===== config.mk =====
export PLATFORM = sky130hd
export DESIGN_NAME = gtc_out
export DESIGN_NICKNAME = d
export VERILOG_FILES = /design/src/rtl/gtc_pkg.sv /design/src/rtl/gtc_out.sv
export SDC_FILE = /design/constraint.sdc
export NUM_CORES = 2
export LEC_CHECK = 0
export BUFFER_PORTS_ARGS = -buffer_cell sky130_fd_sc_hd__buf_2
export CORE_ASPECT_RATIO = 1.25
export CORE_MARGIN = 2
export CORE_UTILIZATION = 40
export CTS_BUF_LIST = sky130_fd_sc_hd__clkbuf_8
export DETAILED_ROUTE_END_ITERATION = 8
export SETUP_SLACK_MARGIN = 0.05
export SLEW_MARGIN = 10
export SYNTH_ARGS = -nofsm -noshare
export SYNTH_HDL_FRONTEND = slang
export SYNTH_SLANG_ARGS = --single-unit
export TNS_END_PERCENT = 30

===== constraint.sdc =====
create_clock -name clk_i -period 6.5 [get_ports clk_i]
set_input_delay 1.625 -clock clk_i [delete_from_list [all_inputs] [get_ports clk_i]]
set_output_delay 1.625 -clock clk_i [all_outputs]
set_load 0.01 [all_outputs]

===== src/rtl/gtc_pkg.sv =====
// ----------------------------------------------------------------------------
// gtc_pkg
// Shared widths, constants and inter-stage types of the GTF timing core.
// ----------------------------------------------------------------------------
package gtc_pkg;

  localparam int WW      = 12;  // active width
  localparam int HW      = 12;  // active height
  localparam int FW      = 8;   // refresh rate
  localparam int KW      = 12;  // 11 * refresh
  localparam int VBLW    = 13;  // vertical total
  localparam int VFW     = 21;  // line rate in Hz
  localparam int HBLW    = 11;  // horizontal blank width
  localparam int PosW    = 16;
  localparam int ClkW    = 22;

  // vertical total divider
  localparam int VQ_BITS = 11;
  localparam int VNUM_W  = 25;
  localparam int VDEN_W  = 16;
  localparam int VCMP_W  = VNUM_W + 2;

  // horizontal blank divider
  localparam int HQ_BITS = 7;
  localparam int HNUM_W  = 39;
  localparam int HDEN_W  = 32;
  localparam int HCMP_W  = HNUM_W + 1;
  localparam int HPROD_W = 40;
  localparam int HT_W    = 27;

  localparam int VTOT_K   = 20000;
  localparam int HOFF_K   = 300000;
  // floor(x/100) = (x * DIV100_M) >> 20 for x < 2^13
  localparam int DIV100_M = 10486;
  localparam int DIV100_S = 20;
  // floor(n/125) = (n * DIV125_M) >> 37 for n < 2^31
  localparam longint DIV125_M = 64'd1099511628;
  localparam int DIV125_S = 37;
  localparam int CLK_MAX  = 4194303;

  typedef struct packed {
    logic [WW-1:0]   w;
    logic [HW-1:0]   h;
    logic [VBLW-1:0] vbl;
    logic [VFW-1:0]  vfreq;
  } vt_t;

  typedef struct packed {
    logic [WW-1:0]   w;
    logic [HW-1:0]   h;
    logic [VBLW-1:0] vbl;
    logic [VFW-1:0]  vfreq;
    logic [HBLW-1:0] hbl;
  } hz_t;

endpackage


===== src/rtl/gtc_out.sv =====
// ----------------------------------------------------------------------------
// gtc_out
// Sync and blank positions and the pixel clock: line length times line
// rate, divided by 1000 through a reciprocal multiply, then saturated.
// ----------------------------------------------------------------------------
module gtc_out import gtc_pkg::*; (
  input  logic            clk_i,
  input  logic            rst_ni,
  input  logic            in_valid_i,
  output logic            in_ready_o,
  input  hz_t             in_i,
  output logic            out_valid_o,
  input  logic            out_ready_i,
  output logic [ClkW-1:0] pixel_clock_khz_o,
  output logic [PosW-1:0] hsync_begin_o,
  output logic [PosW-1:0] hsync_finish_o,
  output logic [PosW-1:0] hblank_end_o,
  output logic [PosW-1:0] vsync_begin_o,
  output logic [PosW-1:0] vsync_finish_o,
  output logic [PosW-1:0] vblank_end_o
);

  localparam int NS   = 4;
  localparam int TOTW = 13;
  localparam int PW   = 34;
  localparam int NW   = PW - 3;
  localparam int MW   = 2 * NW;
  localparam int D1W  = TOTW + 14;
  localparam int QW   = MW - DIV125_S;

  logic [NS-1:0] v_q;
  logic [NS-1:0] v_d;
  logic [NS:0]   en;

  always_comb begin
    en[NS] = out_ready_i;
    for (int i = NS - 1; i >= 0; i--) begin
      en[i] = ~v_q[i] | en[i+1];
    end
    v_d = {v_q[NS-2:0], in_valid_i};
  end

  always_ff @(posedge clk_i or negedge rst_ni) begin
    if (!rst_ni) begin
      v_q <= '0;
    end else begin
      for (int i = 0; i < NS; i++) begin
        if (en[i]) v_q[i] <= v_d[i];
      end
    end
  end

  assign in_ready_o  = en[0];
  assign out_valid_o = v_q[NS-1];

  // stage 0: line length and positions
  logic [TOTW-1:0] tot_q;
  logic [VFW-1:0]  vf0_q;
  logic [PosW-1:0] hse0_q, hbe0_q, vsb0_q, vsf0_q, vbe0_q;

  always_ff @(posedge clk_i) begin
    if (en[0]) begin
      tot_q  <= TOTW'(in_i.w) + TOTW'(in_i.hbl);
      vf0_q  <= in_i.vfreq;
      hse0_q <= PosW'(in_i.w) + PosW'(in_i.hbl >> 1) - PosW'(1);
      hbe0_q <= PosW'(in_i.w) + PosW'(in_i.hbl) - PosW'(1);
      vsb0_q <= PosW'(in_i.h);
      vsf0_q <= PosW'(in_i.h) + PosW'(3);
      vbe0_q <= PosW'(in_i.vbl) - PosW'(1);
    end
  end

  // stage 1: clock product, (tot + 50) / 100
  logic [TOTW-1:0] x50;
  logic [D1W-1:0]  d1_prod;
  logic [PW-1:0]   p_q;
  logic [6:0]      d100_q;
  logic [PosW-1:0] hse1_q, hbe1_q, vsb1_q, vsf1_q, vbe1_q;

  always_comb begin
    x50     = tot_q + TOTW'(50);
    d1_prod = D1W'(x50) * D1W'(DIV100_M);
  end

  always_ff @(posedge clk_i) begin
    if (en[1]) begin
      p_q    <= PW'(tot_q) * PW'(vf0_q);
      d100_q <= d1_prod[DIV100_S+6:DIV100_S];
      hse1_q <= hse0_q;
      hbe1_q <= hbe0_q;
      vsb1_q <= vsb0_q;
      vsf1_q <= vsf0_q;
      vbe1_q <= vbe0_q;
    end
  end

  // stage 2: (p / 8) * reciprocal of 125
  logic [MW-1:0]   m_q;
  logic [PosW-1:0] hsb2_q, hse2_q, hbe2_q, vsb2_q, vsf2_q, vbe2_q;

  always_ff @(posedge clk_i) begin
    if (en[2]) begin
      m_q    <= MW'(p_q[PW-1:3]) * MW'(DIV125_M);
      hsb2_q <= hse1_q - PosW'({d100_q, 3'b0});
      hse2_q <= hse1_q;
      hbe2_q <= hbe1_q;
      vsb2_q <= vsb1_q;
      vsf2_q <= vsf1_q;
      vbe2_q <= vbe1_q;
    end
  end

  // stage 3: output register with saturation
  logic [QW-1:0]   clk_full;
  logic [ClkW-1:0] clk_d;

  always_comb begin
    clk_full = m_q[MW-1:DIV125_S];
    clk_d    = (clk_full > QW'(CLK_MAX)) ? ClkW'(CLK_MAX) : clk_full[ClkW-1:0];
  end

  always_ff @(posedge clk_i) begin
    if (en[3]) begin
      pixel_clock_khz_o <= clk_d;
      hsync_begin_o     <= hsb2_q;
      hsync_finish_o    <= hse2_q;
      hblank_end_o      <= hbe2_q;
      vsync_begin_o     <= vsb2_q;
      vsync_finish_o    <= vsf2_q;
      vblank_end_o      <= vbe2_q;
    end
  end

endmodule


Yosys cells after proc, flatten, opt, wreduce, memory -nomap -nowiden
Cells that the tools add are included.

operators by class
  order comparisons = 1
  divide/modulo/power cells = 0
  bitwise gates (word level) = 8
  $add $sub $neg = 9
  eq/ne operators = 0
  muxes and demuxes = 0
  shift-type cells = 0
  $mul = 3
  reductions and logical operators = 0

operators by type and width
  cell                      number
  $mul A31 B29 Y60 const B  1
  $sub A13 B1 Y14 const B   3
  $mul A13 B21 Y34          1
  $add A12 B11 Y13          2
  $mul A13 B13 Y26 const B  1
  $gt A25 B22 Y1 const B    1
  $sub A16 B10 Y16          1
  $add A12 B10 Y13          1
  $add A12 B2 Y13 const B   1
  $add A13 B6 Y13 const B   1
  $not A1 Y1                4
  $or A1 B1 Y1              4

storage, ports and cells
  output and inout port bits = 120
  bits in registers = 497
  memory bits (read-only) = 0
  input bits = 73
  latch bits = 0
  memories kept = 0
  logic and storage cells = 53
  bits in writable memories = 0

Longest topological paths before layout
  word-level depth = 5
  mapped depth = 27
  mapped depth without buffers = 26

Least setup slack after synthesis
Ideal clock, no wire load.

  path type = reg-to-reg
  from = register p_q[12]
  to = register m_q[60] (data pin)
  slack = -0.387 ns
  required time = 6.242 ns
  data arrival time = 6.629 ns
  path buffers = 0
  cell stages (with the launch flop) = 24
  setup time = 0.258 ns
  period minus slack after synthesis = 6.887 ns
  path through = edfxtp_1 > ha_1 > fa_1 > fa_1 > inv_1 > fa_1 > inv_1 > fa_1 > fa_1 > fa_1 > inv_1 > fa_1 > inv_1 > ha_1 > a21o_1 > a221oi_2 > o221ai_1 > a221oi_1 > nand3_2 > a31oi_4 > o31ai_1 > or4_1 > o211ai_2 > xnor2_1

on the way
  cells in the longest elaborated chain, start to end = 1

ends and longest elaborated chain
  what                      RTL line        source
  start: declaration        gtc_out.sv:76   logic [PW-1:0] p_q;
  start signal: assignment  gtc_out.sv:87   p_q <= PW'(tot_q) * PW'(vf0_q);
  $mul A31 B29 Y60          gtc_out.sv:103  m_q <= MW'(p_q[PW-1:3]) * MW'(DIV125_M);
  end signal: assignment    gtc_out.sv:103
  end: declaration          gtc_out.sv:98   logic [MW-1:0] m_q;

Every way passes these cells.
A chain may end at the register's enable or synchronous reset.

Final worst setup path
  from = register p_q[11]
  to = register m_q[60] (data pin)

The elaborated chain is that of the path after synthesis.

==> impl.org <==
** Drt
- DRC Markers :: 0
- For this run, the detailed router's first-pass iteration total came to 7.
- For this block, the via count after detailed routing is 25300.
- Total Routed Length :: 92300 um
- After the first detailed-routing iteration, the DRC count stood at 1012.
- Routed WL per cell :: 17.1 um
- Vias per cell :: 4.70
- Antenna violation net count after detailed routing :: 0

** Timing
- Achievable frequency :: 142 MHz
- Setup repair after global routing could not meet its margin everywhere.
- Headroom to the max-slew limit came out at 31.2%.
- At the pin with the least slew margin, the transition time is 1.03 ns.
- Clk_skew :: 0.0325 ns
- In the final timing run, aggregate negative setup slack is -7.33 ns.
- In the post-route analysis, the smallest setup slack over all paths is -0.540 ns.
- Max-slew violations :: 0
- Setup violations remaining at the end of the flow were counted as 22.
- Min Tclk post-route :: 7.04 ns
- After layout, the worst path uses 108% of the clock period.
- The hold violation count in the final report is 0.

** Yosys
- Combined area of all synthesized cells :: 0.0406 mm2
- Yosys synthesis warning count :: 0
- In this run, synthesis inferred 413 flip-flops with an integrated enable.
- Ys async rst share :: 0.959%
- Leading post-synthesis cells by cell area :: edfxtp_1, fa_1, ha_1, inv_1, nand2_1
- Leading area contributor after synthesis :: edfxtp_1
- Avg Cell Area, Syn :: 11.5 um2
- Synthesized instance count :: 3536
- Sequential element share of the synthesized area :: 30.8%
- Predominant post-synthesis flop cell :: edfxtp_1
- After synthesis, the largest area contributor takes up 30.5% of total cell area.
- Synthesis instantiated 63 different standard cells from the library.
- Synthesis inferred 417 register bits.

** Worst setup path
- The largest individual stage delay along the critical path comes from the cell fa_1.
- Grouping stages by cell kind, the critical path spends the most delay in adder cells.
- STA classifies the critical path endpoint as a register.
- Required time of the worst setup path :: 6.96 ns
- In this design, the critical path's most frequently occurring cell is fa_1.
- The worst setup path is of the register to register kind.
- In this run the worst path has a maximum fanout of 4.
- Startpoint class of the critical path :: register
- In this design, the stage delay of the slowest critical-path cell is 0.52 ns.
- For the worst setup path, the data arrival time is 7.50 ns.
- Counting both buffers and inverters, the worst setup path holds a total of 9.

** CTS
- TritonCTS built the clock tree.
- TritonCTS sink count :: 417
- The root buffer cell chosen for the clock tree is clkbuf_8.
- Deepest clock path buffer count :: 3
- Clock transition at the register clock pins on the worst setup and hold paths after CTS :: 0.06 ns
- After clock tree synthesis, the flow added hold-fix buffers numbering 0.
- Number of H-tree levels :: 3
- The clock reaches the later pin of the worst-skew pair after 0.71 ns.
- Clock tree synthesis inserted a total of 68 buffers.

** Floorplanning
- The die is 289 um wide.
- The region available for standard cell placement spans 0.101 mm2.
- For this configuration, the core starts out at a cell density of 40.4%.
- The die covers 0.104 mm2.
- In this run the count of I/O pins placed on the die edge is 193.
- Measured along the y axis, the die boundary spans 360 um.
- Row generation in the floorplan step produced 130 rows.

** Status
- The flow ran to the end, but the final reports show violations.
- The checks that failed: setup timing.

** Placed design
- Number of port buffers :: 185
- The wire-length estimate of the detail-placed layout is 77400 um.
- The congestion estimate from routability-driven global placement came to 0.925.

** GRT
- Via count of the first global-routing pass :: 27600
- The first global-routing pass estimated 147000 um of wire.
- In the global route stage, overall resource usage came out at 18.3%.
- Final global-route overflow total :: 0
- Antenna violations before repair :: 11
- Entering global routing, the biggest net connects 69 pins.

** Cells and area
- Storage element area :: 0.0125 mm2
- Relative area change from synthesis to final layout :: 16.0%
- Fraction of the core area covered by cells at the end of the flow :: 46.8%
- Cells with a size suffix above 1 make up 16.8% of the layout.
- In the final design database the tool counted 5253 nets.
- Counting the fill cells in the layout gives 9321.
- Summing all multi-input logic gate instances after layout gives 0.0249 mm2.

** Job
- The tool flagged a number of max-cap violations equal to 0.

** Min path
- Class of the most critical hold timing path :: register to register
[metal layers]
| metal | part of all wire, % | wire length (um) | up-vias | GRT usage, % |
|---|---|---|---|---|
| met3 | 4.7 | 4300 | 140 | 3.53 |
| met1 | 40 | 36500 | 12600 | 21.3 |
| met5 | 0.055 | 51 | - | 0 |
| met2 | 52 | 48200 | 442 | 33.0 |
| met4 | 3.5 | 3210 | 8 | 6.69 |
| li1 | - | - | 12100 | - |
[sequential cells by signal, summed over array words and instances (netlist names), 16 cells and up]
register,flops
vf0_q,21
hsync_begin_o,16
pixel_clock_khz_o,22
hsb2_q,16
p_q,31
m_q,25
[timing repair]
item | CTS | global route
resized for setup | 83 | 40
pin swaps | 43 | 19
setup endpoints to repair | 33 | 35
buffers inserted | 34 | 7
endpoints found under the hold margin | 0 | 0
[layout by cell type (no fill, tap or decap), types with 13 or more instances in the layout]
cell / count
nand4_1: 20
nand2b_1: 33
buf_2: 185
a21oi_1: 67
nor3_1: 16
xnor2_1: 76
buf_6: 16
ha_4: 17
xor2_1: 36
nor2_1: 65
nor2b_1: 14
nand3_1: 13
buf_4: 276
nand2_1: 199
fa_2: 16
o21a_1: 15
edfxtp_1: 413
clkinv_1: 15
a21o_1: 43
inv_1: 968
and2_1: 115
fa_1: 539
ha_1: 597
o21ai_0: 50
clkbuf_8: 68
[synthesized netlist by cell type, drive strengths merged (2+ instances only)]
library cell,n
edfxtp,413
a211o,2
a21o,43
ha,615
xnor2,81
nor3b,2
a221oi,8
dfrtp,4
o31ai,6
nor2,68
xor2,38
and3,10
o21bai,10
a211oi,2
and2,115
a31oi,7
nand2,202
nor2b,14
or2,5
o21a,15
and4,5
nand2b,33
a21boi,9
nand4,20
inv,960
a21oi,78
o41ai,5
nor3,18
o211ai,6
nand3,18
or3,4
o221ai,3
fa,555
o21ai,60
clkbuf,62
nor4,5
buf,17
[cell families after synthesis]
group                      Yosys count  synth area share, %
AOI/OAI and AO/OA                  265                 4.25
xor gates and xnor gates           119                 2.56
adders and majority gates         1170                 46.3
buffers and inverters             1039                 9.74
DFF                                417                 30.8
muxes                                2               0.0523
other                                1              0.00923
and+or+nand+nor                    523                 6.35
[path summary, 6_finish.rpt]
kind                       cells past startpoint        end      start  slack [ns]
hold reg to reg                                0  hbe2_q[1]  hbe1_q[1]        0.39
hold / removal                                 0  hbe2_q[1]  hbe1_q[1]        0.39
setup reg to reg                              27    m_q[60]    p_q[11]       -0.54
setup / recovery                              27    m_q[60]    p_q[11]       -0.54
min in group asynchronous                      1     v_q[1]     rst_ni        0.71
max in group asynchronous                      1     v_q[2]     rst_ni        5.66
[cell type report]
type | instances | area share (%)
sequential | 417 | 26.5
multi-input combinational | 2086 | 52.8
tap | 1320 | 3.50
clock inverter | 53 | 0.780
clock buffer | 68 | 1.98
timing repair buffer | 477 | 6.74
antenna | 9 | 0.0478
inverter | 960 | 7.65
[worst register-to-register path, cell delays in order, from the launching register on]
cell	delay, ns
edfxtp_1	0.49
buf_6	0.18
ha_4	0.21
fa_2	0.35
fa_1	0.50
inv_2	0.04
fa_1	0.47
inv_1	0.05
fa_1	0.51
inv_2	0.04
fa_1	0.52
inv_1	0.05
fa_1	0.48
inv_2	0.04
fa_1	0.50
inv_2	0.05
ha_4	0.21
inv_2	0.04
o21bai_1	0.06
a221o_1	0.37
o311ai_4	0.34
nand3_4	0.16
buf_6	0.16
a31oi_4	0.25
o31ai_4	0.11
or4_4	0.45
o211ai_4	0.10
xnor2_1	0.08
[through the flow]
step	area (um2)	hold WS (ns)	setup slack (ns)	cells
floorplan	40700	0.400	-0.178	3542
global placement	44900	0.400	-0.612	5223
detailed placement	44900	0.405	-0.708	5223
CTS	46900	0.383	-0.494	5376
global route	47100	0.392	-0.760	5383
finish	47200	0.393	-0.540	5390
Power is not shown: default switching activity piles up to over one toggle a cycle in this logic, so the estimate is an artifact.
