[src/rtl/gtc_pkg.sv]
// ----------------------------------------------------------------------------
// gtc_pkg
// Shared widths, constants and inter-stage types of the GTF timing core.
// ----------------------------------------------------------------------------
package gtc_pkg;

  localparam int WW      = 12;  // active width
  localparam int HW      = 12;  // active height
  localparam int FW      = 8;   // refresh rate
  localparam int KW      = 12;  // 11 * refresh
  localparam int VBLW    = 13;  // vertical total
  localparam int VFW     = 21;  // line rate in Hz
  localparam int HBLW    = 11;  // horizontal blank width
  localparam int PosW    = 16;
  localparam int ClkW    = 22;

  // vertical total divider
  localparam int VQ_BITS = 11;
  localparam int VNUM_W  = 25;
  localparam int VDEN_W  = 16;
  localparam int VCMP_W  = VNUM_W + 2;

  // horizontal blank divider
  localparam int HQ_BITS = 7;
  localparam int HNUM_W  = 39;
  localparam int HDEN_W  = 32;
  localparam int HCMP_W  = HNUM_W + 1;
  localparam int HPROD_W = 40;
  localparam int HT_W    = 27;

  localparam int VTOT_K   = 20000;
  localparam int HOFF_K   = 300000;
  // floor(x/100) = (x * DIV100_M) >> 20 for x < 2^13
  localparam int DIV100_M = 10486;
  localparam int DIV100_S = 20;
  // floor(n/125) = (n * DIV125_M) >> 37 for n < 2^31
  localparam longint DIV125_M = 64'd1099511628;
  localparam int DIV125_S = 37;
  localparam int CLK_MAX  = 4194303;

  typedef struct packed {
    logic [WW-1:0]   w;
    logic [HW-1:0]   h;
    logic [VBLW-1:0] vbl;
    logic [VFW-1:0]  vfreq;
  } vt_t;

  typedef struct packed {
    logic [WW-1:0]   w;
    logic [HW-1:0]   h;
    logic [VBLW-1:0] vbl;
    logic [VFW-1:0]  vfreq;
    logic [HBLW-1:0] hbl;
  } hz_t;

endpackage

[src/rtl/gtc_vert.sv]
// ----------------------------------------------------------------------------
// gtc_vert
// Vertical total and line rate: numerator/denominator setup, restoring
// divider one quotient bit per stage, then total and line-rate multiply.
// ----------------------------------------------------------------------------
module gtc_vert import gtc_pkg::*; (
  input  logic          clk_i,
  input  logic          rst_ni,
  input  logic          in_valid_i,
  output logic          in_ready_o,
  input  logic [WW-1:0] width_i,
  input  logic [HW-1:0] height_i,
  input  logic [FW-1:0] refresh_i,
  output logic          out_valid_o,
  input  logic          out_ready_i,
  output vt_t           out_o
);

  localparam int NS = VQ_BITS + 4;

  logic [NS-1:0] v_q;
  logic [NS-1:0] v_d;
  logic [NS:0]   en;

  always_comb begin
    en[NS] = out_ready_i;
    for (int i = NS - 1; i >= 0; i--) begin
      en[i] = ~v_q[i] | en[i+1];
    end
    v_d = {v_q[NS-2:0], in_valid_i};
  end

  always_ff @(posedge clk_i or negedge rst_ni) begin
    if (!rst_ni) begin
      v_q <= '0;
    end else begin
      for (int i = 0; i < NS; i++) begin
        if (en[i]) v_q[i] <= v_d[i];
      end
    end
  end

  assign in_ready_o  = en[0];
  assign out_valid_o = v_q[NS-1];

  // stage 0
  logic [WW-1:0]   w0_q;
  logic [HW-1:0]   h0_q;
  logic [FW-1:0]   f0_q;
  logic [KW-1:0]   k0_q;
  logic [VBLW-1:0] hp0_q;

  always_ff @(posedge clk_i) begin
    if (en[0]) begin
      w0_q  <= width_i;
      h0_q  <= height_i;
      f0_q  <= refresh_i;
      k0_q  <= KW'(refresh_i) * KW'(11);
      hp0_q <= VBLW'(height_i) + VBLW'(1);
    end
  end

  // stage 1: vnum = 2(h+1)k + 3(20000-k), vden = 2(20000-k)
  logic [14:0]       diff;
  logic [VNUM_W-1:0] vnum_d;

  always_comb begin
    diff   = 15'(VTOT_K) - 15'(k0_q);
    vnum_d = ((VNUM_W'(hp0_q) * VNUM_W'(k0_q)) << 1) + VNUM_W'(diff) * VNUM_W'(3);
  end

  logic [VNUM_W-1:0]  rem_q [VQ_BITS];
  logic [VDEN_W-1:0]  den_q [VQ_BITS];
  logic [VQ_BITS-1:0] q_q   [VQ_BITS+1];
  logic [WW-1:0]      w_q   [VQ_BITS+1];
  logic [HW-1:0]      h_q   [VQ_BITS+1];
  logic [FW-1:0]      f_q   [VQ_BITS+1];

  always_ff @(posedge clk_i) begin
    if (en[1]) begin
      rem_q[0] <= vnum_d;
      den_q[0] <= {diff, 1'b0};
      q_q[0]   <= '0;
      w_q[0]   <= w0_q;
      h_q[0]   <= h0_q;
      f_q[0]   <= f0_q;
    end
  end

  for (genvar d = 0; d < VQ_BITS; d++) begin : g_div
    logic [VCMP_W-1:0] sd;
    logic              take;

    always_comb begin
      sd   = VCMP_W'(den_q[d]) << (VQ_BITS - 1 - d);
      take = (VCMP_W'(rem_q[d]) >= sd);
    end

    always_ff @(posedge clk_i) begin
      if (en[d+2]) begin
        q_q[d+1] <= {q_q[d][VQ_BITS-2:0], take};
        w_q[d+1] <= w_q[d];
        h_q[d+1] <= h_q[d];
        f_q[d+1] <= f_q[d];
      end
    end

    if (d < VQ_BITS - 1) begin : g_rem
      always_ff @(posedge clk_i) begin
        if (en[d+2]) begin
          rem_q[d+1] <= take ? rem_q[d] - sd[VNUM_W-1:0] : rem_q[d];
          den_q[d+1] <= den_q[d];
        end
      end
    end
  end

  // vertical total
  logic [VBLW-1:0] vbl_q;
  logic [WW-1:0]   wv_q;
  logic [HW-1:0]   hv_q;
  logic [FW-1:0]   fv_q;

  always_ff @(posedge clk_i) begin
    if (en[VQ_BITS+2]) begin
      vbl_q <= VBLW'(h_q[VQ_BITS]) + VBLW'(q_q[VQ_BITS]);
      wv_q  <= w_q[VQ_BITS];
      hv_q  <= h_q[VQ_BITS];
      fv_q  <= f_q[VQ_BITS];
    end
  end

  // line rate
  vt_t res_q;

  always_ff @(posedge clk_i) begin
    if (en[VQ_BITS+3]) begin
      res_q.w     <= wv_q;
      res_q.h     <= hv_q;
      res_q.vbl   <= vbl_q;
      res_q.vfreq <= VFW'(vbl_q) * VFW'(fv_q);
    end
  end

  assign out_o = res_q;

endmodule

[config.mk]
export PLATFORM = sky130hd
export DESIGN_NAME = gtc_vert
export DESIGN_NICKNAME = d
export VERILOG_FILES = /design/src/rtl/gtc_pkg.sv /design/src/rtl/gtc_vert.sv
export SDC_FILE = /design/constraint.sdc
export NUM_CORES = 2
export LEC_CHECK = 0
export BUFFER_PORTS_ARGS = -buffer_cell sky130_fd_sc_hd__buf_2
export CAP_MARGIN = 20
export CORE_AREA = 5 5 375 414
export DETAILED_ROUTE_END_ITERATION = 10
export DIE_AREA = 0 0 380 419
export PLACE_DENSITY_LB_ADDON = 0.1
export RECOVER_POWER = 25
export SLEW_MARGIN = 0
export SYNTH_ARGS = -nofsm -noshare
export SYNTH_HDL_FRONTEND = slang
export SYNTH_SLANG_ARGS = --single-unit
[constraint.sdc]
create_clock -name clk_i -period 13.9 [get_ports clk_i]
set_clock_uncertainty 0.05 [all_clocks]
set_input_delay 4.17 -clock clk_i [delete_from_list [all_inputs] [get_ports clk_i]]
set_output_delay 4.17 -clock clk_i [all_outputs]
set_load 0.02 [all_outputs]
# After elaboration in Yosys (flattened, before gate mapping)

Memories as Yosys holds them, arrays and structs flattened. A register that Yosys moved wholly into a read port is not among the register bits.
Index checks and enable logic that the tools add are counted.

Register bits after elaboration: 155
Bits in writable memories: 967
Input bits: 36
Output and inout bits: 60
Memories: 6

Memories:

| name  | words | width | rd ports | clocked after Yosys merged registers in | wr ports | RTL line       | text |
|---|---|---|---|---|---|---|---|
| rem_q | 11    | 25    | 11       | 0                                       | 11       | gtc_vert.sv:72 | `logic [VNUM_W-1:0] rem_q [VQ_BITS];` |
| den_q | 11    | 16    | 11       | 0                                       | 11       | gtc_vert.sv:73 | `logic [VDEN_W-1:0] den_q [VQ_BITS];` |
| h_q   | 12    | 12    | 12       | 0                                       | 12       | gtc_vert.sv:76 | `logic [HW-1:0] h_q [VQ_BITS+1];` |
| w_q   | 12    | 12    | 12       | 1                                       | 12       | gtc_vert.sv:75 | `logic [WW-1:0] w_q [VQ_BITS+1];` |
| q_q   | 12    | 11    | 12       | 0                                       | 12       | gtc_vert.sv:74 | `logic [VQ_BITS-1:0] q_q [VQ_BITS+1];` |
| f_q   | 12    | 8     | 12       | 1                                       | 12       | gtc_vert.sv:77 | `logic [FW-1:0] f_q [VQ_BITS+1];` |

$add $sub $neg: 14
$mul: 4
$lt $le $gt $ge: 11
Multiplexer cells: 34
Bitwise logic cells: 30

Operators with widths:

| kind                                                           | number |
|---|---|
| 25-bit two-way mux                                             | 10 |
| 25-bit subtractor                                              | 2 |
| 25-bit by 26-bit greater-or-equal comparator with 1-bit output | 1 |
| 25-bit by 17-bit adder with 25-bit output                      | 1 |
| 25-bit by 16-bit greater-or-equal comparator with 1-bit output | 1 |
| 25-bit by 17-bit greater-or-equal comparator with 1-bit output | 1 |
| 25-bit by 18-bit greater-or-equal comparator with 1-bit output | 1 |
| 25-bit by 19-bit greater-or-equal comparator with 1-bit output | 1 |
| 25-bit by 20-bit greater-or-equal comparator with 1-bit output | 1 |
| 25-bit by 21-bit greater-or-equal comparator with 1-bit output | 1 |
| 25-bit by 22-bit greater-or-equal comparator with 1-bit output | 1 |
| 25-bit by 23-bit greater-or-equal comparator with 1-bit output | 1 |
| 25-bit by 24-bit greater-or-equal comparator with 1-bit output | 1 |
| 25-bit greater-or-equal comparator                             | 1 |
| 25-bit by 17-bit subtractor with 25-bit output                 | 1 |
| 25-bit by 18-bit subtractor with 25-bit output                 | 1 |
| 25-bit by 19-bit subtractor with 25-bit output                 | 1 |
| 25-bit by 20-bit subtractor with 25-bit output                 | 1 |
| 25-bit by 21-bit subtractor with 25-bit output                 | 1 |
| 25-bit by 22-bit subtractor with 25-bit output                 | 1 |
| 25-bit by 23-bit subtractor with 25-bit output                 | 1 |
| 25-bit by 24-bit subtractor with 25-bit output                 | 1 |
| 13-bit by 12-bit multiplier with 24-bit output                 | 1 |
| 1-bit two-way mux                                              | 24 |
| 8 further kinds                                                | 36 |

# Depth between registers and ports, before layout

Word-level depth: 17
Mapped depth: 29

# Least setup slack after synthesis

OpenSTA, ideal clock, no wires.

Path type: input -> output
Start: input out_ready_i
End: output in_ready_o
Arrival time: 9.750 ns
Setup slack: -0.070 ns
Cell stages on the path: 8
Buffers on the path: 0
Cell sequence: nor2b_1 nand2_1 nor2_1 and2_1 and3_1 nand2_1 nor2_1 nand4_1

Word-level cells in the longest chain between the ends: 15

RTL lines:

| item                  | RTL line       | text |
|---|---|---|
| from (decl)           | gtc_vert.sv:15 | `input logic out_ready_i,` |
| 1-bit OR (2 in a row) | gtc_vert.sv:28 | `en[i] = ~v_q[i] \| en[i+1];` |
| named net en[13]      | gtc_vert.sv:23 | `logic [NS:0] en;` |
| 1-bit OR (7 in a row) | gtc_vert.sv:28 |  |
| named net en[6]       | gtc_vert.sv:23 |  |
| 1-bit OR (6 in a row) | gtc_vert.sv:28 |  |
| to (decl)             | gtc_vert.sv:10 | `output logic in_ready_o,` |

The timed path passes the listed nets, and every way through them passes these cells.

# Final worst setup path

Ends and elaborated chain as after synthesis.

==> results.rst <==
.. list-table::
   :header-rows: 1

   * - Metric
     - Value
   * - Endpoints failing hold
     - 0
   * - Sequence of cells on the critical path
     - buf_2 -> nor2b_1 -> nand2_2 -> buf_4 -> nor2_1 -> and2_1 -> and3_1 -> nand2_4 -> nor2_1 -> nand4_1 -> buf_4 -> buf_2
   * - Residual DRC count
     - 0
   * - Kind of cell adding the most delay to the critical path
     - simple AND/OR/NAND/NOR gates
   * - Nature of the critical path endpoint
     - output pin
   * - Final number of max-transition violations
     - 0
   * - Buffers on Ports
     - 95
   * - Flops & latches, synth
     - 1042
   * - Global-route total usage across every layer
     - 0.123
   * - Non-filler cells, final
     - a little over 6000
   * - Top-Level Pins
     - 96
   * - Clock tree root buffer cell
     - sky130_fd_sc_hd__clkbuf_16
   * - Startpoint Class
     - input port
   * - Critical path peak fanout
     - 58
   * - Placement Cell Area
     - around 55000 um^2
   * - Largest net degree at the start of global routing
     - 80
   * - Average wire per cell in the routed design
     - ~16 um
   * - Gate count after technology mapping
     - 3849
   * - Overall die area
     - 159000 um^2
   * - Layout cells sized above 1
     - 0.0973
   * - Highest clock rate
     - 85.2 MHz
   * - End-of-flow core utilization
     - 0.389
   * - Class of the most critical hold timing path
     - register to register
   * - Clock buffers created by TritonCTS
     - 110
   * - Post-Place Cells
     - 5880
   * - Post-Layout Inst Area
     - 58700 um^2
   * - Hold buffer count at CTS
     - 0
   * - Number of buffers inserted to repair setup after CTS
     - 0
   * - RSZ-0062 raised after global routing
     - false
   * - Floorplan core area
     - between 150000 and 200000 um^2
   * - Clock latency of the later-clocked register in the worst-skew pair
     - 710 ps
   * - Final cycle utilization of the critical path
     - 0.844
   * - Via density
     - between 4 and 5
   * - Post-Route WL
     - approximately 96000 um
   * - Overflow left after global routing
     - 0
   * - Synthesized net count
     - approximately 4400
   * - Drt pass-1 iters
     - 5
   * - Warning count from the yosys run
     - 0
   * - CTS tree
     - built
   * - Initial cell density of the core
     - 0.346
   * - Data arrival at the endpoint of the critical path
     - ~7500 ps
   * - Worst path required time
     - around 9700 ps
   * - Number of placement rows
     - 150
   * - Maximum count of clock buffers along a single path
     - 3
   * - Synth-to-layout area growth
     - 12.5%
   * - Die X-Extent
     - around 380 um
   * - Seq/Total Area, Yosys
     - 0.598
   * - Number of antenna violations at the first check in global routing
     - 0
   * - CTS HTree Levels
     - 3
   * - Post-synthesis average cell area
     - 13.6 um^2
   * - Start-to-end type of the worst setup path
     - input port to output pin
   * - Antenna Diode Count
     - 0
   * - Status
     - finished clean
   * - Via count of the first global-routing pass
     - 29430
   * - Setup_tns
     - 0 ps
   * - CP max stage cell
     - sky130_fd_sc_hd__nor2_1
   * - GPL Wtd Cong
     - between 0.7 and 0.8
   * - Number of clock sinks
     - between 1000 and 1500
   * - Post-CTS sizing
     - 0
   * - Post-CTS clock slew at the launch and capture registers of the worst setup and hold paths
     - 60 ps
   * - Filler Cells Inserted
     - 14385
   * - Netlist cell types
     - 90
   * - Number of synthesized flops with an enable pin
     - between 1000 and 1500
   * - Drt first-iter violations
     - 1016
   * - Final count of negative-setup-slack endpoints
     - 0
   * - Vias
     - 27912
   * - Number of max-cap violations
     - 0
   * - Leading register cell type out of synthesis
     - sky130_fd_sc_hd__edfxtp_1
   * - Netlist area before placement
     - 52200 um^2
   * - Worst path bufs/invs
     - 4
   * - Final nets
     - 4571
   * - Antenna-violating nets left
     - 0
   * - Slew at the pin closest to its max-slew limit
     - between 1000 and 1500 ps
   * - Global-route wire length before repair
     - approximately 160000 um
   * - Vert. Die Dim
     - between 400 and 500 um
   * - Worst rel slew slack
     - 0.324
   * - R2R Setup Slk
     - about 6600 ps
   * - Share of async-settable or async-resettable flops after synthesis
     - 0.0144
   * - Maximum cell stage delay along the critical path
     - around 510 ps
   * - Final Critical Period
     - about 12000 ps
   * - Post-detail-place hpwl
     - between 70000 and 80000 um
==> cells by family (layout without fill, tap and decap cells) <==
kind of cell             Yosys count  count (layout)  share of synthesized area
XOR/XNOR                         221             221                     0.0371
adder cells (fa/ha/maj)          518             518                      0.154
buffers and inverters            582             842                     0.0427
AO/OA/AOI/OAI                    533             533                     0.0663
flip-flops                      1042            1042                      0.598
AND/OR/NAND/NOR                  859             859                     0.0818
multiplexers                      94              94                     0.0204
==> registers in the layout, summed over array words and instances, names as in the netlist <==
register and count:
h_q 144, h0_q 12, fv_q 8, wv_q 12, v_q 15, hv_q 12
q_q 66, w_q 144, f0_q 8, f_q 92, w0_q 12, den_q 154
rem_q 268, out_o 58, k0_q 11, hp0_q 13, vbl_q 13
==> stage by stage <==
step / setup slack [ps] / hold slack (ps)
finish: 2170 / 358
global route: 1770 / 361
CTS: 2050 / 361
detailed placement: 2070 / 355
global placement: 2070 / 353
floorplan: 664 / 350
==> final cells by class <==
class                   count  area [um^2]  area share
multi-input cells        2225        18800       0.320
well taps                1976         2470      0.0421
flip-flops and latches   1042        31200       0.532
inverters                 523         1970      0.0335
repair buffers            115          646      0.0110
clock inverters            67          749      0.0128
clock buffers             137         2860      0.0488
==> worst reg2reg max path, stage by stage (launching register included) <==
cell and delay, ps:
sky130_fd_sc_hd__edfxtp_1 830, sky130_fd_sc_hd__nand2_1 180, sky130_fd_sc_hd__fa_1 610, sky130_fd_sc_hd__fa_1 440, sky130_fd_sc_hd__fa_1 490, sky130_fd_sc_hd__inv_1 50, sky130_fd_sc_hd__fa_1 560, sky130_fd_sc_hd__inv_1 70
sky130_fd_sc_hd__fa_1 530, sky130_fd_sc_hd__inv_1 50, sky130_fd_sc_hd__ha_1 260, sky130_fd_sc_hd__nor3_1 180, sky130_fd_sc_hd__o21ai_0 170, sky130_fd_sc_hd__a21oi_1 300, sky130_fd_sc_hd__xnor2_1 190, sky130_fd_sc_hd__fa_1 450
sky130_fd_sc_hd__ha_1 380, sky130_fd_sc_hd__and3_1 200, sky130_fd_sc_hd__a211oi_1 480, sky130_fd_sc_hd__a211oi_1 170, sky130_fd_sc_hd__and2_1 240, sky130_fd_sc_hd__nand4_1 110, sky130_fd_sc_hd__xnor2_1 80
==> metal layers <==
layer  global-route usage  part of all wire  vias to the layer above
li1                     -                 -                    13925
met1                0.141              0.41                    13473
met2                0.232              0.53                      352
met3               0.0172             0.029                      162
met4               0.0476             0.033                        0
met5                    0                 0                        -
==> cells in the final DEF (no fill, tap or decap), types with 45 or more instances in the layout <==
cell type,synthesis,routed
sky130_fd_sc_hd__mux2_2,73,73
sky130_fd_sc_hd__fa_1,205,205
sky130_fd_sc_hd__nor3_1,48,47
sky130_fd_sc_hd__nand3_1,48,45
sky130_fd_sc_hd__nor2_1,147,147
sky130_fd_sc_hd__buf_2,4,95
sky130_fd_sc_hd__o21ai_0,121,121
sky130_fd_sc_hd__edfxtp_1,1027,1027
sky130_fd_sc_hd__ha_1,313,313
sky130_fd_sc_hd__xnor2_1,146,146
sky130_fd_sc_hd__a21o_1,77,77
sky130_fd_sc_hd__a21oi_1,155,155
sky130_fd_sc_hd__and2_1,114,114
sky130_fd_sc_hd__xor2_1,75,75
sky130_fd_sc_hd__clkbuf_16,0,110
sky130_fd_sc_hd__inv_1,520,515
sky130_fd_sc_hd__nand2_1,281,277
==> synthesized netlist by cell type (33+ instances only) <==
cell type	number	share of area
sky130_fd_sc_hd__nand3_1	48	0.0046
sky130_fd_sc_hd__nand2b_1	43	0.0052
sky130_fd_sc_hd__and2_1	114	0.014
sky130_fd_sc_hd__a21o_1	77	0.011
sky130_fd_sc_hd__clkbuf_1	48	0.0035
sky130_fd_sc_hd__nand4_1	33	0.0040
sky130_fd_sc_hd__nand2_1	281	0.020
sky130_fd_sc_hd__mux2_2	73	0.016
sky130_fd_sc_hd__xnor2_1	146	0.024
sky130_fd_sc_hd__ha_1	313	0.075
sky130_fd_sc_hd__nor3_1	48	0.0046
sky130_fd_sc_hd__a21oi_1	155	0.015
sky130_fd_sc_hd__nor2b_1	42	0.0050
sky130_fd_sc_hd__edfxtp_1	1027	0.59
sky130_fd_sc_hd__fa_1	205	0.079
sky130_fd_sc_hd__o21ai_0	121	0.012
sky130_fd_sc_hd__nor2_1	147	0.011
sky130_fd_sc_hd__inv_1	520	0.037
sky130_fd_sc_hd__xor2_1	75	0.013
==> worst paths after layout <==
kind | start | end | depth (start not counted)
max reg2reg | k0_q[5] | rem_q[0][24] | 22
max | out_ready_i | in_ready_o | 12
max in group asynchronous | rst_ni | v_q[13] | 1
min reg2reg | f_q[11][7] | fv_q[7] | 0
min | f_q[11][7] | fv_q[7] | 0
min in group asynchronous | rst_ni | v_q[0] | 1
Power is left out: the tool's default activity adds up to more than one toggle a clock period on the data nets, which glitch-free logic cannot reach.
