`src/rtl/gtc_pkg.sv`:
```
// ----------------------------------------------------------------------------
// gtc_pkg
// Shared widths, constants and inter-stage types of the GTF timing core.
// ----------------------------------------------------------------------------
package gtc_pkg;

  localparam int WW      = 12;  // active width
  localparam int HW      = 12;  // active height
  localparam int FW      = 8;   // refresh rate
  localparam int KW      = 12;  // 11 * refresh
  localparam int VBLW    = 13;  // vertical total
  localparam int VFW     = 21;  // line rate in Hz
  localparam int HBLW    = 11;  // horizontal blank width
  localparam int PosW    = 16;
  localparam int ClkW    = 22;

  // vertical total divider
  localparam int VQ_BITS = 11;
  localparam int VNUM_W  = 25;
  localparam int VDEN_W  = 16;
  localparam int VCMP_W  = VNUM_W + 2;

  // horizontal blank divider
  localparam int HQ_BITS = 7;
  localparam int HNUM_W  = 39;
  localparam int HDEN_W  = 32;
  localparam int HCMP_W  = HNUM_W + 1;
  localparam int HPROD_W = 40;
  localparam int HT_W    = 27;

  localparam int VTOT_K   = 20000;
  localparam int HOFF_K   = 300000;
  // floor(x/100) = (x * DIV100_M) >> 20 for x < 2^13
  localparam int DIV100_M = 10486;
  localparam int DIV100_S = 20;
  // floor(n/125) = (n * DIV125_M) >> 37 for n < 2^31
  localparam longint DIV125_M = 64'd1099511628;
  localparam int DIV125_S = 37;
  localparam int CLK_MAX  = 4194303;

  typedef struct packed {
    logic [WW-1:0]   w;
    logic [HW-1:0]   h;
    logic [VBLW-1:0] vbl;
    logic [VFW-1:0]  vfreq;
  } vt_t;

  typedef struct packed {
    logic [WW-1:0]   w;
    logic [HW-1:0]   h;
    logic [VBLW-1:0] vbl;
    logic [VFW-1:0]  vfreq;
    logic [HBLW-1:0] hbl;
  } hz_t;

endpackage

```
`src/rtl/gtc_horiz.sv`:
```
// ----------------------------------------------------------------------------
// gtc_horiz
// Horizontal blank width: signed numerator and denominator setup, then a
// restoring divider one quotient bit per stage. Non-positive numerator
// gives a zero blank.
// ----------------------------------------------------------------------------
module gtc_horiz import gtc_pkg::*; (
  input  logic clk_i,
  input  logic rst_ni,
  input  logic in_valid_i,
  output logic in_ready_o,
  input  vt_t  in_i,
  output logic out_valid_o,
  input  logic out_ready_i,
  output hz_t  out_o
);

  localparam int NS = HQ_BITS + 4;

  logic [NS-1:0] v_q;
  logic [NS-1:0] v_d;
  logic [NS:0]   en;

  always_comb begin
    en[NS] = out_ready_i;
    for (int i = NS - 1; i >= 0; i--) begin
      en[i] = ~v_q[i] | en[i+1];
    end
    v_d = {v_q[NS-2:0], in_valid_i};
  end

  always_ff @(posedge clk_i or negedge rst_ni) begin
    if (!rst_ni) begin
      v_q <= '0;
    end else begin
      for (int i = 0; i < NS; i++) begin
        if (en[i]) v_q[i] <= v_d[i];
      end
    end
  end

  assign in_ready_o  = en[0];
  assign out_valid_o = v_q[NS-1];

  // stage 0: 30*vfreq - 300000 and 70*vfreq + 300000
  logic signed [HT_W-1:0] t30_q;
  logic [HT_W-1:0]        e0_q;
  vt_t                    c0_q;

  always_ff @(posedge clk_i) begin
    if (en[0]) begin
      t30_q <= $signed(HT_W'(HT_W'(in_i.vfreq) * HT_W'(30))) - $signed(HT_W'(HOFF_K));
      e0_q  <= HT_W'(in_i.vfreq) * HT_W'(70) + HT_W'(HOFF_K);
      c0_q  <= in_i;
    end
  end

  // stage 1: 2w * (30 vfreq - 300000)
  logic signed [WW+1:0]      w2;
  logic signed [HPROD_W-1:0] prod_d;
  logic signed [HPROD_W-1:0] prod_q;
  logic [HT_W-1:0]           e1_q;
  logic [HDEN_W-1:0]         den1_q;
  vt_t                       c1_q;

  always_comb begin
    w2     = $signed({1'b0, c0_q.w, 1'b0});
    prod_d = w2 * t30_q;
  end

  always_ff @(posedge clk_i) begin
    if (en[1]) begin
      prod_q <= prod_d;
      e1_q   <= e0_q;
      den1_q <= {e0_q, 5'b0};
      c1_q   <= c0_q;
    end
  end

  // stage 2: numerator, clamp non-positive to zero
  logic signed [HPROD_W-1:0] hnum_d;
  logic [HNUM_W-1:0]         num_d;

  always_comb begin
    hnum_d = prod_q + $signed({{(HPROD_W-HT_W-4){1'b0}}, e1_q, 4'b0});
    num_d  = (hnum_d > 0) ? hnum_d[HNUM_W-1:0] : '0;
  end

  logic [HNUM_W-1:0]  rem_q [HQ_BITS];
  logic [HDEN_W-1:0]  den_q [HQ_BITS];
  logic [HQ_BITS-1:0] q_q   [HQ_BITS+1];
  vt_t                c_q   [HQ_BITS+1];

  always_ff @(posedge clk_i) begin
    if (en[2]) begin
      rem_q[0] <= num_d;
      den_q[0] <= den1_q;
      q_q[0]   <= '0;
      c_q[0]   <= c1_q;
    end
  end

  for (genvar d = 0; d < HQ_BITS; d++) begin : g_div
    logic [HCMP_W-1:0] sd;
    logic              take;

    always_comb begin
      sd   = HCMP_W'(den_q[d]) << (HQ_BITS - 1 - d);
      take = (HCMP_W'(rem_q[d]) >= sd);
    end

    always_ff @(posedge clk_i) begin
      if (en[d+3]) begin
        q_q[d+1] <= {q_q[d][HQ_BITS-2:0], take};
        c_q[d+1] <= c_q[d];
      end
    end

    if (d < HQ_BITS - 1) begin : g_rem
      always_ff @(posedge clk_i) begin
        if (en[d+3]) begin
          rem_q[d+1] <= take ? rem_q[d] - sd[HNUM_W-1:0] : rem_q[d];
          den_q[d+1] <= den_q[d];
        end
      end
    end
  end

  hz_t res_q;

  always_ff @(posedge clk_i) begin
    if (en[HQ_BITS+3]) begin
      res_q.w     <= c_q[HQ_BITS].w;
      res_q.h     <= c_q[HQ_BITS].h;
      res_q.vbl   <= c_q[HQ_BITS].vbl;
      res_q.vfreq <= c_q[HQ_BITS].vfreq;
      res_q.hbl   <= {q_q[HQ_BITS], 4'b0};
    end
  end

  assign out_o = res_q;

endmodule

```
`config.mk`:
```
export PLATFORM = sky130hd
export DESIGN_NAME = gtc_horiz
export DESIGN_NICKNAME = d
export VERILOG_FILES = /design/src/rtl/gtc_pkg.sv /design/src/rtl/gtc_horiz.sv
export SDC_FILE = /design/constraint.sdc
export NUM_CORES = 2
export LEC_CHECK = 0
export ABC_AREA = 1
export BUFFER_PORTS_ARGS = -buffer_cell sky130_fd_sc_hd__buf_2
export CAP_MARGIN = 20
export CELL_PAD_IN_SITES_DETAIL_PLACEMENT = 0
export CELL_PAD_IN_SITES_GLOBAL_PLACEMENT = 1
export CORE_ASPECT_RATIO = 0.75
export CORE_MARGIN = 4
export CORE_UTILIZATION = 40
export CTS_CLUSTER_DIAMETER = 200
export DETAILED_ROUTE_END_ITERATION = 6
export GPL_ROUTABILITY_DRIVEN = 0
export GPL_TIMING_DRIVEN = 1
export HOLD_SLACK_MARGIN = 0.03
export PLACE_DENSITY_LB_ADDON = 0.1
export SYNTH_ARGS = -nofsm -noshare
export SYNTH_HDL_FRONTEND = slang
export SYNTH_SLANG_ARGS = --single-unit
```
`constraint.sdc`:
```
create_clock -name clk_i -period 35 [get_ports clk_i]
set_clock_uncertainty 0.15 [all_clocks]
set_input_delay 3.5 -clock clk_i [delete_from_list [all_inputs] [get_ports clk_i]]
set_output_delay 3.5 -clock clk_i [all_outputs]
set_load 0.05 [all_outputs]
```
Word-level counts from Yosys, hierarchy flattened

Memories as Yosys holds them, arrays and structs flattened. A register that Yosys moved wholly into a read port is not among the register bits.
Cells that the tools add are included.

Register bits after elaboration: 247
Output and inout bits: 71
Bits in writable memories: 1,017
Memories: 4
Bits of input ports: 62

Order comparisons: 8
Add/sub/neg operators: 9
Mux-type cells: 23
Bitwise logic cells: 22
Multipliers: 3

Memories:

| memory | words | bits a word | read ports | clocked after memory_dff | wr ports | line            | RTL |
|---|---|---|---|---|---|---|---|
| c_q    | 8     | 58          | 8          | 1                        | 8        | gtc_horiz.sv:92 | `vt_t c_q [HQ_BITS+1];` |
| rem_q  | 7     | 39          | 7          | 0                        | 7        | gtc_horiz.sv:89 | `logic [HNUM_W-1:0] rem_q [HQ_BITS];` |
| den_q  | 7     | 32          | 7          | 0                        | 7        | gtc_horiz.sv:90 | `logic [HDEN_W-1:0] den_q [HQ_BITS];` |
| q_q    | 8     | 7           | 8          | 1                        | 8        | gtc_horiz.sv:91 | `logic [HQ_BITS-1:0] q_q [HQ_BITS+1];` |

Operators with widths:

| kind                                                           | count |
|---|---|
| two-way mux 39 bit                                             | 7 |
| adder 40 x 32 -> 40 bit                                        | 1 |
| greater-than comparator 40 x 1 -> 1 bit, second input constant | 1 |
| greater-or-equal comparator 39 x 32 -> 1 bit                   | 1 |
| greater-or-equal comparator 39 x 33 -> 1 bit                   | 1 |
| greater-or-equal comparator 39 x 34 -> 1 bit                   | 1 |
| greater-or-equal comparator 39 x 35 -> 1 bit                   | 1 |
| greater-or-equal comparator 39 x 36 -> 1 bit                   | 1 |
| greater-or-equal comparator 39 x 37 -> 1 bit                   | 1 |
| greater-or-equal comparator 39 x 38 -> 1 bit                   | 1 |
| multiplier 13 x 27 -> 39 bit                                   | 1 |
| subtractor 39 x 33 -> 39 bit                                   | 1 |
| subtractor 39 x 34 -> 39 bit                                   | 1 |
| subtractor 39 x 35 -> 39 bit                                   | 1 |
| subtractor 39 x 36 -> 39 bit                                   | 1 |
| subtractor 39 x 37 -> 39 bit                                   | 1 |
| subtractor 39 x 38 -> 39 bit                                   | 1 |
| adder 27 x 19 -> 27 bit, second input constant                 | 1 |
| subtractor 26 x 19 -> 27 bit, second input constant            | 1 |
| multiplier 21 x 6 -> 26 bit, second input constant             | 1 |
| multiplier 21 x 4 -> 25 bit, second input constant             | 1 |
| two-way mux 1 bit                                              | 16 |
| NOT 1 bit                                                      | 11 |
| bitwise OR 1 bit                                               | 11 |

Depth between registers and ports, before layout

Depth in word-level cells: 12
Gate-level depth with buffers: 28

Worst setup path after synthesis

Ideal clock, no wire load.

Kind: input to output
Start point: in out_ready_i
End point: out in_ready_o
Data arrival time: 19.736 ns
Path slack: 11.614 ns
Cell stages on the path: 16
Required time: 31.350 ns
Cell sequence: nor2_1 inv_2 nor2_1 inv_1 nor2_1 inv_1 nor2_1 inv_1 nor2_1 inv_2 nor2_2 nand2_2 nor2_1 nand2_1 nor2_2 nand2_1

Word-level cells in the longest chain between the ends: 11

Ends and longest elaborated chain:

| what                          | line            | RTL |
|---|---|---|
| from (decl)                   | gtc_horiz.sv:14 | `input logic out_ready_i,` |
| bitwise OR 1 bit              | gtc_horiz.sv:27 | `en[i] = ~v_q[i] \| en[i+1];` |
| named net en[10]              | gtc_horiz.sv:22 | `logic [NS:0] en;` |
| bitwise OR 1 bit              | gtc_horiz.sv:27 |  |
| named net en[9]               | gtc_horiz.sv:22 |  |
| bitwise OR 1 bit              | gtc_horiz.sv:27 |  |
| named net en[8]               | gtc_horiz.sv:22 |  |
| bitwise OR 1 bit              | gtc_horiz.sv:27 |  |
| named net en[7]               | gtc_horiz.sv:22 |  |
| bitwise OR 1 bit              | gtc_horiz.sv:27 |  |
| named net en[6]               | gtc_horiz.sv:22 |  |
| bitwise OR 1 bit (2 in a row) | gtc_horiz.sv:27 |  |
| named net en[4]               | gtc_horiz.sv:22 |  |
| bitwise OR 1 bit (2 in a row) | gtc_horiz.sv:27 |  |
| named net en[2]               | gtc_horiz.sv:22 |  |
| bitwise OR 1 bit (2 in a row) | gtc_horiz.sv:27 |  |
| to (decl)                     | gtc_horiz.sv:11 | `output logic in_ready_o,` |

The timed path passes the listed nets, and every way through them passes these cells.

Worst setup path after layout

Same ends and word-level chain as after synthesis.

==> impl_table.tex <==
\begin{tabular}{lr}
\hline
Metric & Value \\
\hline
\multicolumn{2}{l}{\textbf{Layout}} \\
Post-route insts no fill & 8,988 \\
Layout cells sized above 1 & 5.80\% \\
Post-layout instance area & 75,900 sq um \\
Number of nets in the layout & 7,405 \\
Synth-to-Final Area Change & 10.8\% \\
\multicolumn{2}{l}{\textbf{Global route}} \\
Antenna violations before repair & 13 \\
Overall track demand over capacity in global routing & 18.3\% \\
Total grt overflow & 0 \\
First-pass GRT wire length & 254,000 um \\
Pin count of the biggest net entering global routing & 82 \\
Number of global-route vias before repair & 43,492 \\
\multicolumn{2}{l}{\textbf{Clock network}} \\
CTS-repair resized insts & 0 \\
Reg clk slew, reported paths & 60 ps \\
Buffers from clock root to sink, at most & 3 \\
Deepest level of the CTS H-tree & 4 \\
Num CTS Buffers & 130 \\
Setup fix buffers added after clock tree synthesis & 0 \\
Number of clock sinks & 1,230 \\
Cell at the root of the clock tree & sky130\_fd\_sc\_hd\_\_clkbuf\_16 \\
Clock network latency to the later pin of the worst-skew pair & 760 ps \\
CTS tree & built \\
Post-cts hold buffer count & 0 \\
\multicolumn{2}{l}{\textbf{STA}} \\
Setup repair after global routing missed its margin & no \\
Slew Limit Fails & 0 \\
Upper clock frequency limit & 82.2 MHz \\
Post-route worst hold slack & 236 ps \\
Worst rel slew slack & 30.5\% \\
Post-layout minimum cycle time & 12,160 ps \\
Final number of setup-violating endpoints & 0 \\
Period Utilization, post-route & 34.8\% \\
Slew at the pin closest to its max-slew limit & 1040 ps \\
Setup total negative slack & 0 ps \\
Number of failing hold endpoints at the final stage & 0 \\
\multicolumn{2}{l}{\textbf{Floorplanning}} \\
Placement Rows & 131 \\
Number of top-level pins & 133 \\
Placeable core region & 170,000 sq um \\
DIE AREA & 178,000 sq um \\
Horizontal die dimension & 486 um \\
Height of the chip & 366 um \\
Initial Util & 40.3\% \\
\multicolumn{2}{l}{\textbf{Worst setup path}} \\
Endpoint of the most critical register-to-register path & prod\_q[36] \\
Reg-to-reg slack, setup & 28,640 ps \\
Worst-path cell with the longest stage delay & sky130\_fd\_sc\_hd\_\_nand2\_4 \\
Kind of launch point of the worst setup path & primary input \\
Required time at the worst-slack endpoint & 31,350 ps \\
Critical path cell sequence & buf\_2 > nor2\_1 > inv\_2 > nor2\_1 > inv\_2 > nor2\_1 > inv\_6 > nor2\_1 > inv\_6 > nor2\_1 > inv\_6 > nor2\_2 > nand2\_8 > nor2\_1 > nand2\_4 > nor2\_2 > nand2\_4 > buf\_2 \\
Logic depth of the worst register-to-register path & 21 \\
Cell mode on critical path & sky130\_fd\_sc\_hd\_\_nor2\_1 \\
Arrival time at the worst endpoint & 8510 ps \\
Delay contributed by the slowest stage of the critical path & 520 ps \\
Kind of critical path & in2out \\
Kind of end point of the critical path & output pin \\
Maximum fanout count along the critical path & 65 \\
Crit Reg-Reg Startpoint & t30\_q[26] \\
\multicolumn{2}{l}{\textbf{Worst hold path}} \\
Startpoint of the most critical hold path & q\_q[2][1] \\
Hold depth & 0 \\
Hold endpoint & q\_q[3][2] \\
Hold/Removal Path Class & reg2reg \\
\multicolumn{2}{l}{\textbf{Placement}} \\
Total instance count after detailed placement & 8,751 \\
Placed wire-length estimate after detailed placement & 123,000 um \\
Area of placed instances & 71,800 sq um \\
Port Buffer Count & 128 \\
\multicolumn{2}{l}{\textbf{Job}} \\
Max\_cap viols & 0 \\
\multicolumn{2}{l}{\textbf{Yosys}} \\
Dominant synthesized flop cell & sky130\_fd\_sc\_hd\_\_edfxtp\_1 \\
Number of storage elements in the synthesis netlist & 1,230 \\
Fraction of the yosys area taken by sequential cells & 53.8\% \\
Number of instances in the synthesized netlist & 6,429 \\
Average footprint of a synthesized cell & 10.7 sq um \\
Number of enable flip-flop cells after synthesis & 1,219 \\
Synthesis Warnings & 0 \\
Fraction of registers with async set or reset after synthesis & 0.894\% \\
Cell variety after synth & 54 \\
Mapped Area & 68,500 sq um \\
\multicolumn{2}{l}{\textbf{Routing}} \\
First-pass iteration count of the detailed router & 7 \\
Total via count after detailed routing & 42,709 \\
Post-DR wirelength/cell & 17.8 um \\
Initial detailed-routing violation count & 2,715 \\
Total Routed Length & 160,000 um \\
Total DRC errors in the routed layout & 1 \\
Antenna-violating nets left & 0 \\
Per-cell via count in the routed design & 4.75 \\
\multicolumn{2}{l}{\textbf{Outcome}} \\
Outcome & finished with violations \\
Failing checks & design-rule violations \\
\hline
\end{tabular}
## stage by stage
step	utilization (%)	setup WS (ps)
6_report	44.6	22840
5_1_grt	44.6	22250
4_1_cts	44.6	22630
3_5_place_dp	42.2	22660
3_3_place_gp	42.2	22710
2_1_floorplan	-	11610
## worst max-delay path: cells and delay by family
family,cells,cell delay [ps]
AND/OR/NAND/NOR,11,3640
buffers and inverters,7,1290
## worst max path at each step
stage,startpoint,to,depth (start not counted),slack (ps)
after floorplan,out_ready_i,in_ready_o,16,11610
after global placement,out_ready_i,in_ready_o,18,22710
after detailed placement,out_ready_i,in_ready_o,18,22660
after CTS,out_ready_i,in_ready_o,18,22630
after global routing,out_ready_i,in_ready_o,18,22250
final,out_ready_i,in_ready_o,18,22840
## sequential cells by signal, summed over array words and instances, names as in the netlist
| name | count |
|---|---|
| v_q | 11 |
| rem_q | 259 |
| c_q | 464 |
| out_o | 65 |
| c1_q | 58 |
| den_q | 175 |
| e1_q | 25 |
| t30_q | 25 |
| e0_q | 24 |
| c0_q | 58 |
| q_q | 28 |
| prod_q | 38 |
## final cells by class
class,count,area (sq um)
Tap cell,2261,2830
Clock inverter,66,667
Multi-Input combinational cell,3832,26400
Inverter,1271,4790
Sequential cell,1230,36900
Timing Repair Buffer,157,858
Fill cell,16131,94200
Antenna cell,7,17.5
Clock buffer,164,3440
## routing by layer
| layer | wire length, um | up-vias | global-route usage [%] |
|---|---|---|---|
| li1 | - | 21390 | - |
| met1 | 81500 | 20418 | 27.9 |
| met2 | 69400 | 715 | 27.9 |
| met3 | 6800 | 184 | 2.63 |
| met4 | 2470 | 2 | 3.64 |
| met5 | 13 | - | 0 |
## synthesized netlist by cell type, drive strengths merged, types with 2 or more instances
cell     count  share of area (%)
nand2     1412                7.8
inv       1271                7.0
edfxtp    1219                 53
ha         383                7.0
nor2       383                2.1
fa         338                9.9
o21ai      291                2.1
a21oi      285                2.1
nand3      171                1.3
xnor2      128                1.6
xor2       111                1.4
clkbuf      66               0.36
nor3        51               0.37
nand4       44               0.40
a21o        34               0.37
buf         33               0.34
nor4        32               0.30
nand3b      31               0.34
a31oi       28               0.26
o21bai      20               0.22
o21a        19               0.21
o211ai      15               0.16
or2         15               0.14
dfrtp       11               0.40
a211oi       7              0.077
a21boi       4              0.044
and2         4              0.037
o2111ai      4              0.051
a211o        3              0.038
nor3b        3              0.033
a221oi       2              0.026
a41oi        2              0.026
and3         2              0.020
## placed cells by master, fill, tap and decap left out, types with 31 or more instances in the layout
master,synthesis,final
sky130_fd_sc_hd__nand2_1,1403,1401
sky130_fd_sc_hd__inv_1,1266,1260
sky130_fd_sc_hd__nand3b_1,31,31
sky130_fd_sc_hd__a21o_1,34,34
sky130_fd_sc_hd__nand4_1,44,44
sky130_fd_sc_hd__nor2_1,378,378
sky130_fd_sc_hd__nor4_1,31,31
sky130_fd_sc_hd__nand3_1,167,167
sky130_fd_sc_hd__buf_2,17,128
sky130_fd_sc_hd__xnor2_1,128,128
sky130_fd_sc_hd__ha_1,383,383
sky130_fd_sc_hd__edfxtp_1,1219,1219
sky130_fd_sc_hd__fa_1,338,338
sky130_fd_sc_hd__xor2_1,111,111
sky130_fd_sc_hd__a21oi_1,284,284
sky130_fd_sc_hd__clkbuf_16,0,131
sky130_fd_sc_hd__nor3_1,51,51
sky130_fd_sc_hd__o21ai_0,270,270
## cell families after synthesis
| kind of cell | Yosys count | share of synthesized area (%) |
|---|---|---|
| compound gates | 720 | 5.78 |
| xor+xnor | 239 | 3.05 |
| other cells | 1 | 0.00547 |
| buf+inv | 1370 | 7.66 |
| flops | 1230 | 53.8 |
| simple gates | 2148 | 12.8 |
| fa+ha+maj | 721 | 16.9 |
Power is not shown: default switching activity piles up to over one toggle a cycle in this logic, so the estimate is an artifact.
